**config.mk**
```make
export PLATFORM = sky130hd
export DESIGN_NAME = midi_stream_parser_top
export DESIGN_NICKNAME = d
export VERILOG_FILES = /design/src/sv/msp_pkg.sv /design/src/sv/msp_decode.sv /design/src/sv/midi_stream_parser_top.sv
export SDC_FILE = /design/constraint.sdc
export NUM_CORES = 1
export LEC_CHECK = 0
export BUFFER_PORTS_ARGS = -buffer_cell sky130_fd_sc_hd__buf_2
export CAP_MARGIN = 25
export CORE_ASPECT_RATIO = 0.5
export CORE_UTILIZATION = 45
export DETAILED_ROUTE_END_ITERATION = 8
export SLEW_MARGIN = 20
export SYNTH_ARGS = -nofsm -noshare
export SYNTH_HDL_FRONTEND = slang
export SYNTH_SLANG_ARGS = --single-unit
```
**constraint.sdc**
```tcl
create_clock -name clk -period 8.9 [get_ports clk]
set_input_delay 1.78 -clock clk [delete_from_list [all_inputs] [get_ports clk]]
set_output_delay 1.78 -clock clk [all_outputs]
set_load 0.01 [all_outputs]
```
**src/sv/msp_pkg.sv**
```systemverilog
// shared types and constants of the midi stream parser
// no dependencies; used by msp_decode and midi_stream_parser_top
`default_nettype none

package msp_pkg;

    // event codes on the kind field
    typedef enum logic [3:0] {
        KIND_NOTEOFF   = 4'd0,
        KIND_NOTEON    = 4'd1,
        KIND_POLYPRESS = 4'd2,
        KIND_CC        = 4'd3,
        KIND_PROGRAM   = 4'd4,
        KIND_CHANPRESS = 4'd5,
        KIND_BEND      = 4'd6,
        KIND_REALTIME  = 4'd7,
        KIND_COMMON    = 4'd8,
        KIND_SYSEX     = 4'd9
    } msp_kind_t;

    // status byte values
    localparam logic [7:0] REALTIME_FIRST = 8'hF8;
    localparam logic [7:0] SYSEX_START    = 8'hF0;
    localparam logic [7:0] SYSEX_END      = 8'hF7;

    // high nibble of a status byte
    localparam logic [3:0] TYPE_NOTEOFF   = 4'h8;
    localparam logic [3:0] TYPE_NOTEON    = 4'h9;
    localparam logic [3:0] TYPE_POLYPRESS = 4'hA;
    localparam logic [3:0] TYPE_CC        = 4'hB;
    localparam logic [3:0] TYPE_PROGRAM   = 4'hC;
    localparam logic [3:0] TYPE_CHANPRESS = 4'hD;
    localparam logic [3:0] TYPE_BEND      = 4'hE;
    localparam logic [3:0] TYPE_SYSTEM    = 4'hF;

    // parse state carried from byte to byte
    typedef struct packed {
        logic [7:0] running_status;
        logic [6:0] pending_data;
        logic       pending_valid;
        logic       in_sysex;
    } msp_state_t;

    // one decoded event
    typedef struct packed {
        msp_kind_t   kind;
        logic [3:0]  channel;
        logic [6:0]  first_value;
        logic [6:0]  second_value;
        logic [13:0] bend_value;
        logic [7:0]  raw_byte;
        logic        sysex_last;
    } msp_result_t;

endpackage

`default_nettype wire

```
**src/sv/msp_decode.sv**
```systemverilog
// per-byte decode: next parse state and at most one event
// depends on msp_pkg
`default_nettype none

module msp_decode
    import msp_pkg::*;
(
    input  wire logic [7:0]  midi_byte,
    input  wire msp_state_t  state,
    output msp_state_t       state_next,
    output logic             result_valid,
    output msp_result_t      result
);

    logic [3:0] status_type;
    logic [3:0] status_chan;

    assign status_type = state.running_status[7:4];
    assign status_chan = state.running_status[3:0];

    always_comb
    begin
        state_next   = state;
        result_valid = 1'b0;
        result       = '0;

        if (midi_byte >= REALTIME_FIRST)
        begin
            // real-time leaves the parse state alone
            result_valid    = 1'b1;
            result.kind     = KIND_REALTIME;
            result.raw_byte = midi_byte;
        end
        else if (midi_byte[7])
        begin
            state_next.pending_valid = 1'b0;
            state_next.pending_data  = '0;
            state_next.in_sysex      = 1'b0;
            if (midi_byte[7:4] == TYPE_SYSTEM)
            begin
                state_next.running_status = '0;
                result_valid    = 1'b1;
                result.raw_byte = midi_byte;
                if (midi_byte == SYSEX_START)
                begin
                    state_next.in_sysex = 1'b1;
                    result.kind         = KIND_SYSEX;
                end
                else if (midi_byte == SYSEX_END && state.in_sysex)
                begin
                    result.kind       = KIND_SYSEX;
                    result.sysex_last = 1'b1;
                end
                else
                begin
                    result.kind = KIND_COMMON;
                end
            end
            else
            begin
                state_next.running_status = midi_byte;
            end
        end
        else if (state.in_sysex)
        begin
            result_valid    = 1'b1;
            result.kind     = KIND_SYSEX;
            result.raw_byte = midi_byte;
        end
        else if (state.running_status[7] && status_type != TYPE_SYSTEM)
        begin
            result.channel = status_chan;
            if (status_type == TYPE_PROGRAM || status_type == TYPE_CHANPRESS)
            begin
                result_valid       = 1'b1;
                result.kind        = (status_type == TYPE_PROGRAM) ? KIND_PROGRAM
                                                                   : KIND_CHANPRESS;
                result.first_value = midi_byte[6:0];
            end
            else if (!state.pending_valid)
            begin
                // hold the first data byte
                state_next.pending_data  = midi_byte[6:0];
                state_next.pending_valid = 1'b1;
            end
            else
            begin
                state_next.pending_data  = '0;
                state_next.pending_valid = 1'b0;
                result_valid             = 1'b1;
                result.first_value       = state.pending_data;
                result.second_value      = midi_byte[6:0];
                case (status_type)
                    TYPE_NOTEOFF:   result.kind = KIND_NOTEOFF;
                    TYPE_NOTEON:    result.kind = (midi_byte[6:0] == 7'd0) ? KIND_NOTEOFF
                                                                          : KIND_NOTEON;
                    TYPE_POLYPRESS: result.kind = KIND_POLYPRESS;
                    TYPE_CC:        result.kind = KIND_CC;
                    default:
                    begin
                        // pitch bend, second byte is the high half
                        result.kind         = KIND_BEND;
                        result.first_value  = '0;
                        result.second_value = '0;
                        result.bend_value   = {midi_byte[6:0], state.pending_data};
                    end
                endcase
            end
        end
    end

endmodule

`default_nettype wire

```
**src/sv/midi_stream_parser_top.sv**
```systemverilog
// top level of the midi stream parser: input register, decode, result register with skid
// depends on msp_pkg and msp_decode
//
//  port group      | direction | handshake          | payload
//  ----------------+-----------+--------------------+--------------------------------------
//  byte in         | in        | in_valid/in_stall  | midi_byte
//  event out       | out       | out_valid/out_stall| kind, channel, first_value,
//                  |           |                    | second_value, bend_value, raw_byte,
//                  |           |                    | sysex_last
//
// one byte per cycle sustained while in_stall is low; an event passes the input register,
// then decode into the result register, or into the skid register while the result is held
// bytes that end in no event (status, first data byte, dropped data) only update the state
// rst_n clears the parse state and all valid flags asynchronously
// a skid register behind the result register absorbs one event while out_stall is high,
// so in_stall comes from flops only and never from out_stall directly
`default_nettype none

module midi_stream_parser_top
    import msp_pkg::*;
(
    input  wire logic        clk,
    input  wire logic        rst_n,
    input  wire logic        in_valid,
    output logic             in_stall,
    input  wire logic [7:0]  midi_byte,
    output logic             out_valid,
    input  wire logic        out_stall,
    output logic [3:0]       kind,
    output logic [3:0]       channel,
    output logic [6:0]       first_value,
    output logic [6:0]       second_value,
    output logic [13:0]      bend_value,
    output logic [7:0]       raw_byte,
    output logic             sysex_last
);

    // input register
    logic        byte_valid_reg;
    logic [7:0]  byte_reg;

    // parse state
    msp_state_t  state_reg;
    msp_state_t  state_next;

    // result register and skid
    logic        out_valid_reg;
    msp_result_t out_reg;
    logic        skid_valid_reg;
    msp_result_t skid_reg;

    logic        dec_valid;
    msp_result_t dec_result;
    logic        consume;
    logic        fire;
    logic        pop;
    logic        take_in;

    msp_decode u_decode (
        .midi_byte    (byte_reg),
        .state        (state_reg),
        .state_next   (state_next),
        .result_valid (dec_valid),
        .result       (dec_result)
    );

    // the buffered byte is decoded whenever the skid is free
    assign consume  = byte_valid_reg && !skid_valid_reg;
    assign fire     = consume && dec_valid;
    assign pop      = out_valid_reg && !out_stall;
    assign in_stall = byte_valid_reg && skid_valid_reg;
    assign take_in  = in_valid && !in_stall;

    always_ff @(posedge clk or negedge rst_n)
    begin
        if (!rst_n)
        begin
            byte_valid_reg <= 1'b0;
            state_reg      <= '0;
            out_valid_reg  <= 1'b0;
            skid_valid_reg <= 1'b0;
        end
        else
        begin
            if (!in_stall)
            begin
                byte_valid_reg <= in_valid;
            end
            if (consume)
            begin
                state_reg <= state_next;
            end
            if (skid_valid_reg)
            begin
                if (pop)
                begin
                    skid_valid_reg <= 1'b0;
                end
            end
            else if (fire)
            begin
                if (out_valid_reg && !pop)
                begin
                    skid_valid_reg <= 1'b1;
                end
                else
                begin
                    out_valid_reg <= 1'b1;
                end
            end
            else if (pop)
            begin
                out_valid_reg <= 1'b0;
            end
        end
    end

    // payload, no reset needed
    always_ff @(posedge clk)
    begin
        if (take_in)
        begin
            byte_reg <= midi_byte;
        end
        if (skid_valid_reg)
        begin
            if (pop)
            begin
                out_reg <= skid_reg;
            end
        end
        else if (fire)
        begin
            if (out_valid_reg && !pop)
            begin
                skid_reg <= dec_result;
            end
            else
            begin
                out_reg <= dec_result;
            end
        end
    end

    assign out_valid    = out_valid_reg;
    assign kind         = out_reg.kind;
    assign channel      = out_reg.channel;
    assign first_value  = out_reg.first_value;
    assign second_value = out_reg.second_value;
    assign bend_value   = out_reg.bend_value;
    assign raw_byte     = out_reg.raw_byte;
    assign sysex_last   = out_reg.sysex_last;

    // skid only ever fills behind a held result
    a_skid_behind_out: assert property (@(posedge clk) disable iff (!rst_n)
        skid_valid_reg |-> out_valid_reg)
        else $error("skid holds an event while the result register is empty");

    // an open sysex run never keeps a channel status
    a_sysex_no_status: assert property (@(posedge clk) disable iff (!rst_n)
        state_reg.in_sysex |-> (state_reg.running_status == 8'd0))
        else $error("running status held during sysex");

    // end mark only on sysex events
    a_last_is_sysex: assert property (@(posedge clk) disable iff (!rst_n)
        (out_valid_reg && out_reg.sysex_last) |-> (out_reg.kind == KIND_SYSEX))
        else $error("sysex_last on a non-sysex event");

    // bend carries its value only in bend_value
    a_bend_fields: assert property (@(posedge clk) disable iff (!rst_n)
        (out_valid_reg && out_reg.kind == KIND_BEND)
            |-> (out_reg.first_value == 7'd0 && out_reg.second_value == 7'd0))
        else $error("bend event with nonzero data fields");

endmodule

`default_nettype wire
```
After elaboration in Yosys (flattened, before gate mapping)
Cells that the tools add are included.
{ "totals": {"input_bits": 12, "ff_bits": 118, "word_cells": 116} }
{ "op_classes": {"magnitude_cmp": 1, "muxes": 53, "n_bitwise": 2, "n_reduce_logical": 23, "n_eq_ne": 15} }
{ "ops": {"columns": ["cell", "n"], "rows": [
  ["$mux 45", 4],
  ["$mux 32", 3],
  ["$mux 8", 8],
  ["$mux 28", 2],
  ["$mux 36", 1],
  ["$eq 4x4->1 const B", 7],
  ["$mux 4", 7],
  ["$mux 1", 23],
  ["$mux 21", 1],
  ["$eq 8x8->1 const B", 2],
  ["$pmux 4 s4", 1],
  ["$mux 7", 2],
  ["$reduce_and 3->1", 4],
  ["$mux 9", 1],
  ["$ge 8x8->1 const B", 1],
  ["$logic_and 1x1->1", 8],
  ["$ne 2x2->1 const B", 4],
  ["$logic_not 7->1", 1],
  ["$reduce_bool 2->1", 3],
  ["$reduce_and 5->1", 1],
  ["$logic_not 1->1", 4],
  ["$ne 4x4->1 const B", 1],
  ["$reduce_or 4->1", 1],
  ["$ne 2x1->1 const B", 1],
  ["other kinds (2)", 3]
]} }

Logic depth before layout (Yosys ltp)
{ "logic_depth": {"depth_word": 12, "mapped_depth": 8, "depth_no_buf": 6} }

Modules after synthesis
Synthesis repeated with hierarchy kept, for this count alone.
{ "hier_totals": {"hier_cells": 338, "hier_area_um2": 5153.7} }
{ "modules_own_cells": {"columns": ["module", "seq_area_each_um2", "area_per_inst_um2", "n_inst", "cells_each"], "rows": [
  ["midi_stream_parser_top", 3443.3, 4320.4, 1, 200],
  ["msp_decode", 0.0, 833.3, 1, 138]
]} }

Least setup slack after synthesis
Ideal clock, no wire load.
{ "synth_timing": {"path_type": "input to register", "start": "input port out_stall", "end": "register out_reg, in the netlist bend_value[0], enable pin", "t_required_ns": 8.383, "t_arrival_ns": 5.153, "setup_slack_ns": 3.230, "stages": 2, "cell_sequence": "nand2_1 -> a21boi_0"} }
{ "synth_between": {"elab_chain_cells": 6, "word_cells_on_any_way": 7, "cone_classes": "2 x eq/ne; 5 x reduce/logical"} }
{ "synth_lines": {"columns": ["item", "line_no", "text"], "rows": [
  ["from (decl)", "midi_stream_parser_top.sv:28", "input wire logic out_stall,"],
  ["$logic_not 1->1 (*)", "midi_stream_parser_top.sv:70", "assign pop = out_valid_reg && !out_stall;"],
  ["$logic_and 1x1->1 (*)", "midi_stream_parser_top.sv:70", null],
  ["$logic_not 1->1", "midi_stream_parser_top.sv:134", "if (out_valid_reg && !pop)"],
  ["$logic_and 1x1->1", "midi_stream_parser_top.sv:134", null],
  ["$ne 2x2->1 (no line)", null, null],
  ["$reduce_and 3->1 (no line) (*)", null, null],
  ["to (signal assigned)", "midi_stream_parser_top.sv:129", "out_reg <= skid_reg;"],
  ["to (signal assigned)", "midi_stream_parser_top.sv:140", "out_reg <= dec_result;"],
  ["to (decl)", "midi_stream_parser_top.sv:48", "msp_result_t out_reg;"]
]} }
Mark *: on every way between the ends. The rest lies on a longest branch, timed or not.
A chain may end at the register's enable or synchronous reset.

Worst setup path after layout
{ "layout_timing": {"start": "register byte_reg[7]", "end": "register out_reg, in the netlist raw_byte[5], enable pin"} }
{ "layout_between": {"elab_chain_cells": 7, "word_cells_on_any_way": 8, "cone_classes": "1 x order compare; 1 x eq/ne; 3 x mux; 3 x reduce/logical"} }
{ "layout_lines": {"columns": ["item", "line_no", "text"], "rows": [
  ["from (decl)", "midi_stream_parser_top.sv:40", "logic [7:0] byte_reg;"],
  ["from (signal assigned)", "midi_stream_parser_top.sv:123", "byte_reg <= midi_byte;"],
  ["parallel branches: the longest is 3 deep, another holds $ge 8x8->1", null, null],
  ["$mux 1 (*)", "msp_decode.sv:27", "if (midi_byte >= REALTIME_FIRST)"],
  ["$logic_and 1x1->1 (*)", "midi_stream_parser_top.sv:69", "assign fire = consume && dec_valid;"],
  ["$reduce_bool 2->1 (no line) (*)", null, null],
  ["$reduce_and 3->1 (no line) (*)", null, null]
]} }
Mark *: on every way between the ends.

==> summary.txt <==
Status
  • Status: completed

Synthesis
  • Synth warnings: 0
  • Top-count cell post-synth: edfxtp_1
  • Post-synth EDFFs: around 100
  • Post-synth top cells: edfxtp_1 (98), mux2_2 (45), nand2_1 (37), and2_1 (25), dfrtp_1 (20)
  • Asr flop ratio synth: roughly 17%
  • Distinct cells, synth: 34
  • Syn Inst Count: around 330
  • Synth area leader: edfxtp_1
  • Register bit total from synthesis: approximately 120
  • Post-Syn Nets: 340
  • Post-Syn Area: about 5000 sq um
  • Area share of the largest cell type after synthesis: roughly three fifths
  • Synth top area cells: edfxtp_1 (60%), mux2_2 (10%), dfrtp_1 (10%)
  • Synth Area per Inst: about 15 sq um
  • Top FF cell, synth: edfxtp_1
  • Sequential element share of the synthesized area: a little over two thirds

Worst setup path
  • Arr. time, crit path: around 3.6 ns
  • Critical Path Sink Type: register
  • Startpoint Class: register
  • Reg2reg setup slack: 5.40 ns
  • Worst path required time: roughly 9.0 ns
  • WS Path Type: reg -> reg
  • CP max FO: 26

Place
  • Post-place setup slack: 5.41 ns
  • Routability congestion estimate: roughly 0.85
  • I/O Buffers: slightly below 60
  • Hpwl dp: 6070 microns

STA
  • Final WS setup: around 5.4 ns
  • Relative slew slack: about half
  • Finish-stage setup viols: 0
  • Final Critical Period: between 3 and 4 ns
  • Final Max Slew Viols: 0
  • Setup TNS: 0 ns
  • Hold Violations, Final: 0
  • Actual slew at the worst max-slew pin: between 0.7 and 0.8 ns
  • Post-Route Skew: roughly 0.009 ns
  • Unrepaired setup endpoints after global routing: false
  • Achievable Freq: between 200 and 300 MHz
  • Fin crit share: between 30% and 40%

GRT
  • Gr ovfl total: 0
  • Tot GR Track Use: between 10% and 20%
  • First-pass GRT wire length: about 15000 microns
  • Largest net degree at the start of global routing: 52
  • Initial antenna violation count: 0
  • Vias in the first global route: 2896

Clocking
  • Clock Tree Root: clkbuf_16
  • Hold-fix buffers, CTS: 0
  • PostCTS Resize Cnt: 0
  • H-tree depth: 4
  • Worst-path clk slew: 0.05 ns
  • Clock latency on the worst-skew pair: between 0.4 and 0.5 ns
  • Max Root-Sink Buffers: 2
  • Cts bufs inserted: 17
  • Clock sinks: around 120
  • CTS tree: yes
  • Post-CTS Setup Bufs: 0

Power
  • Final Power: 1.92 mW
  • Peak supply drop: ~240 uV
  • Power Density: roughly 320 nW/um^2
  • Pleak: approximately 2.4 nW

Cells and area
  • Number of flip-flops under the largest register name: 45
  • Nets: about 400
  • Diode count: 0
  • Util after Layout: 56.9%
  • Area grow syn2layout: 21.0%
  • Fillers: around 840
  • Layout cell share with drive strength beyond 1: between 30% and 40%

Routing
  • Total Routed Length: ~9500 microns
  • Drt first pass iters: 4
  • Routed vias: about 2.8k
  • Starting DRT DRC Count: approximately 150
  • Wire per inst: between 15 and 20 microns
  • Routed Antenna Nets: 0
  • Via/cell ratio: roughly 5.2
  • DRC Markers: 0

Floorplanning
  • Io pins: slightly below 60
  • Row count: 26
  • Initial Util: about 47%
  • Core footprint: around 10000 sq um
  • Die area: 11300 sq um
  • Die span in y: 75.6 microns
  • Die extent in x: 149 microns

Min path
  • Hold/Removal Path Class: reg -> reg

Flow run
  • Max_cap viols: 0
[critical path, stage by stage, from the launching register on]
cell	delay, ns
edfxtp_1	0.56
nand4_1	0.53
o21ai_0	0.52
o21bai_1	0.25
nand2b_1	0.20
a21boi_4	0.62
buf_4	0.46
[per-layer routing]
layer | wire, microns | track usage, % | part of all wire (%)
met1 | 4580 | 25.1 | 48
met3 | 593 | 5.09 | 6.2
met5 | 0 | 0 | 0
met2 | 4220 | 28.2 | 44
met4 | 125 | 10.9 | 1.3
[worst paths after layout]
check,from,endpoint,cells past startpoint
min reg2reg,state_reg[9],state_reg[9],2
max reg2reg,byte_reg[7],raw_byte[5],6
min,state_reg[9],state_reg[9],2
min in group asynchronous,rst_n,state_reg[7],1
max,byte_reg[7],raw_byte[5],6
max in group asynchronous,rst_n,skid_valid_reg,1
[cells in the final DEF (no fill, tap or decap), drive strengths merged, types with 2 or more instances in the layout]
| cell type | n |
|---|---|
| buf | 60 |
| o21ai | 16 |
| nand3 | 2 |
| nand2b | 4 |
| a22oi | 8 |
| inv | 11 |
| edfxtp | 98 |
| bufinv | 4 |
| nor2 | 10 |
| nand2 | 37 |
| mux2i | 7 |
| nor2b | 2 |
| mux2 | 45 |
| clkinv | 8 |
| clkbuf | 19 |
| or4 | 2 |
| a21oi | 3 |
| dfrtp | 20 |
| and2 | 26 |
| and3 | 10 |
[cell families after synthesis]
group | Yosys count | share of synthesized area, %
flops | 118 | 70.6
simple gates | 98 | 10.4
mux | 52 | 11.8
compound gates | 34 | 4.87
buf+inv | 26 | 2.31
[power breakdown]
group	internal (mW)	switching, mW
logic	0.176	0.200
registers	0.742	0.111
clock network	0.461	0.228
[area by class of cell]
cell class                      count  area, sq um  area share, %
Multi-Input combinational cell    184         1340           22.7
Tap cell                          140          175           2.97
Timing Repair Buffer               60          305           5.17
Clock inverter                     13          161           2.73
Sequential cell                   118         3450           58.4
Clock buffer                       19          433           7.33
Inverter                           11         41.3          0.699
[through the flow]
step	hold WS [ns]	cells	cell area, sq um
after CTS	0.484	545	5900
after floorplan	0.442	328	4880
after detailed placement	0.473	513	5310
after global routing	0.508	545	5900
after global placement	0.465	513	5310
final	0.476	545	5900
(Power assumes the default switching activity.)
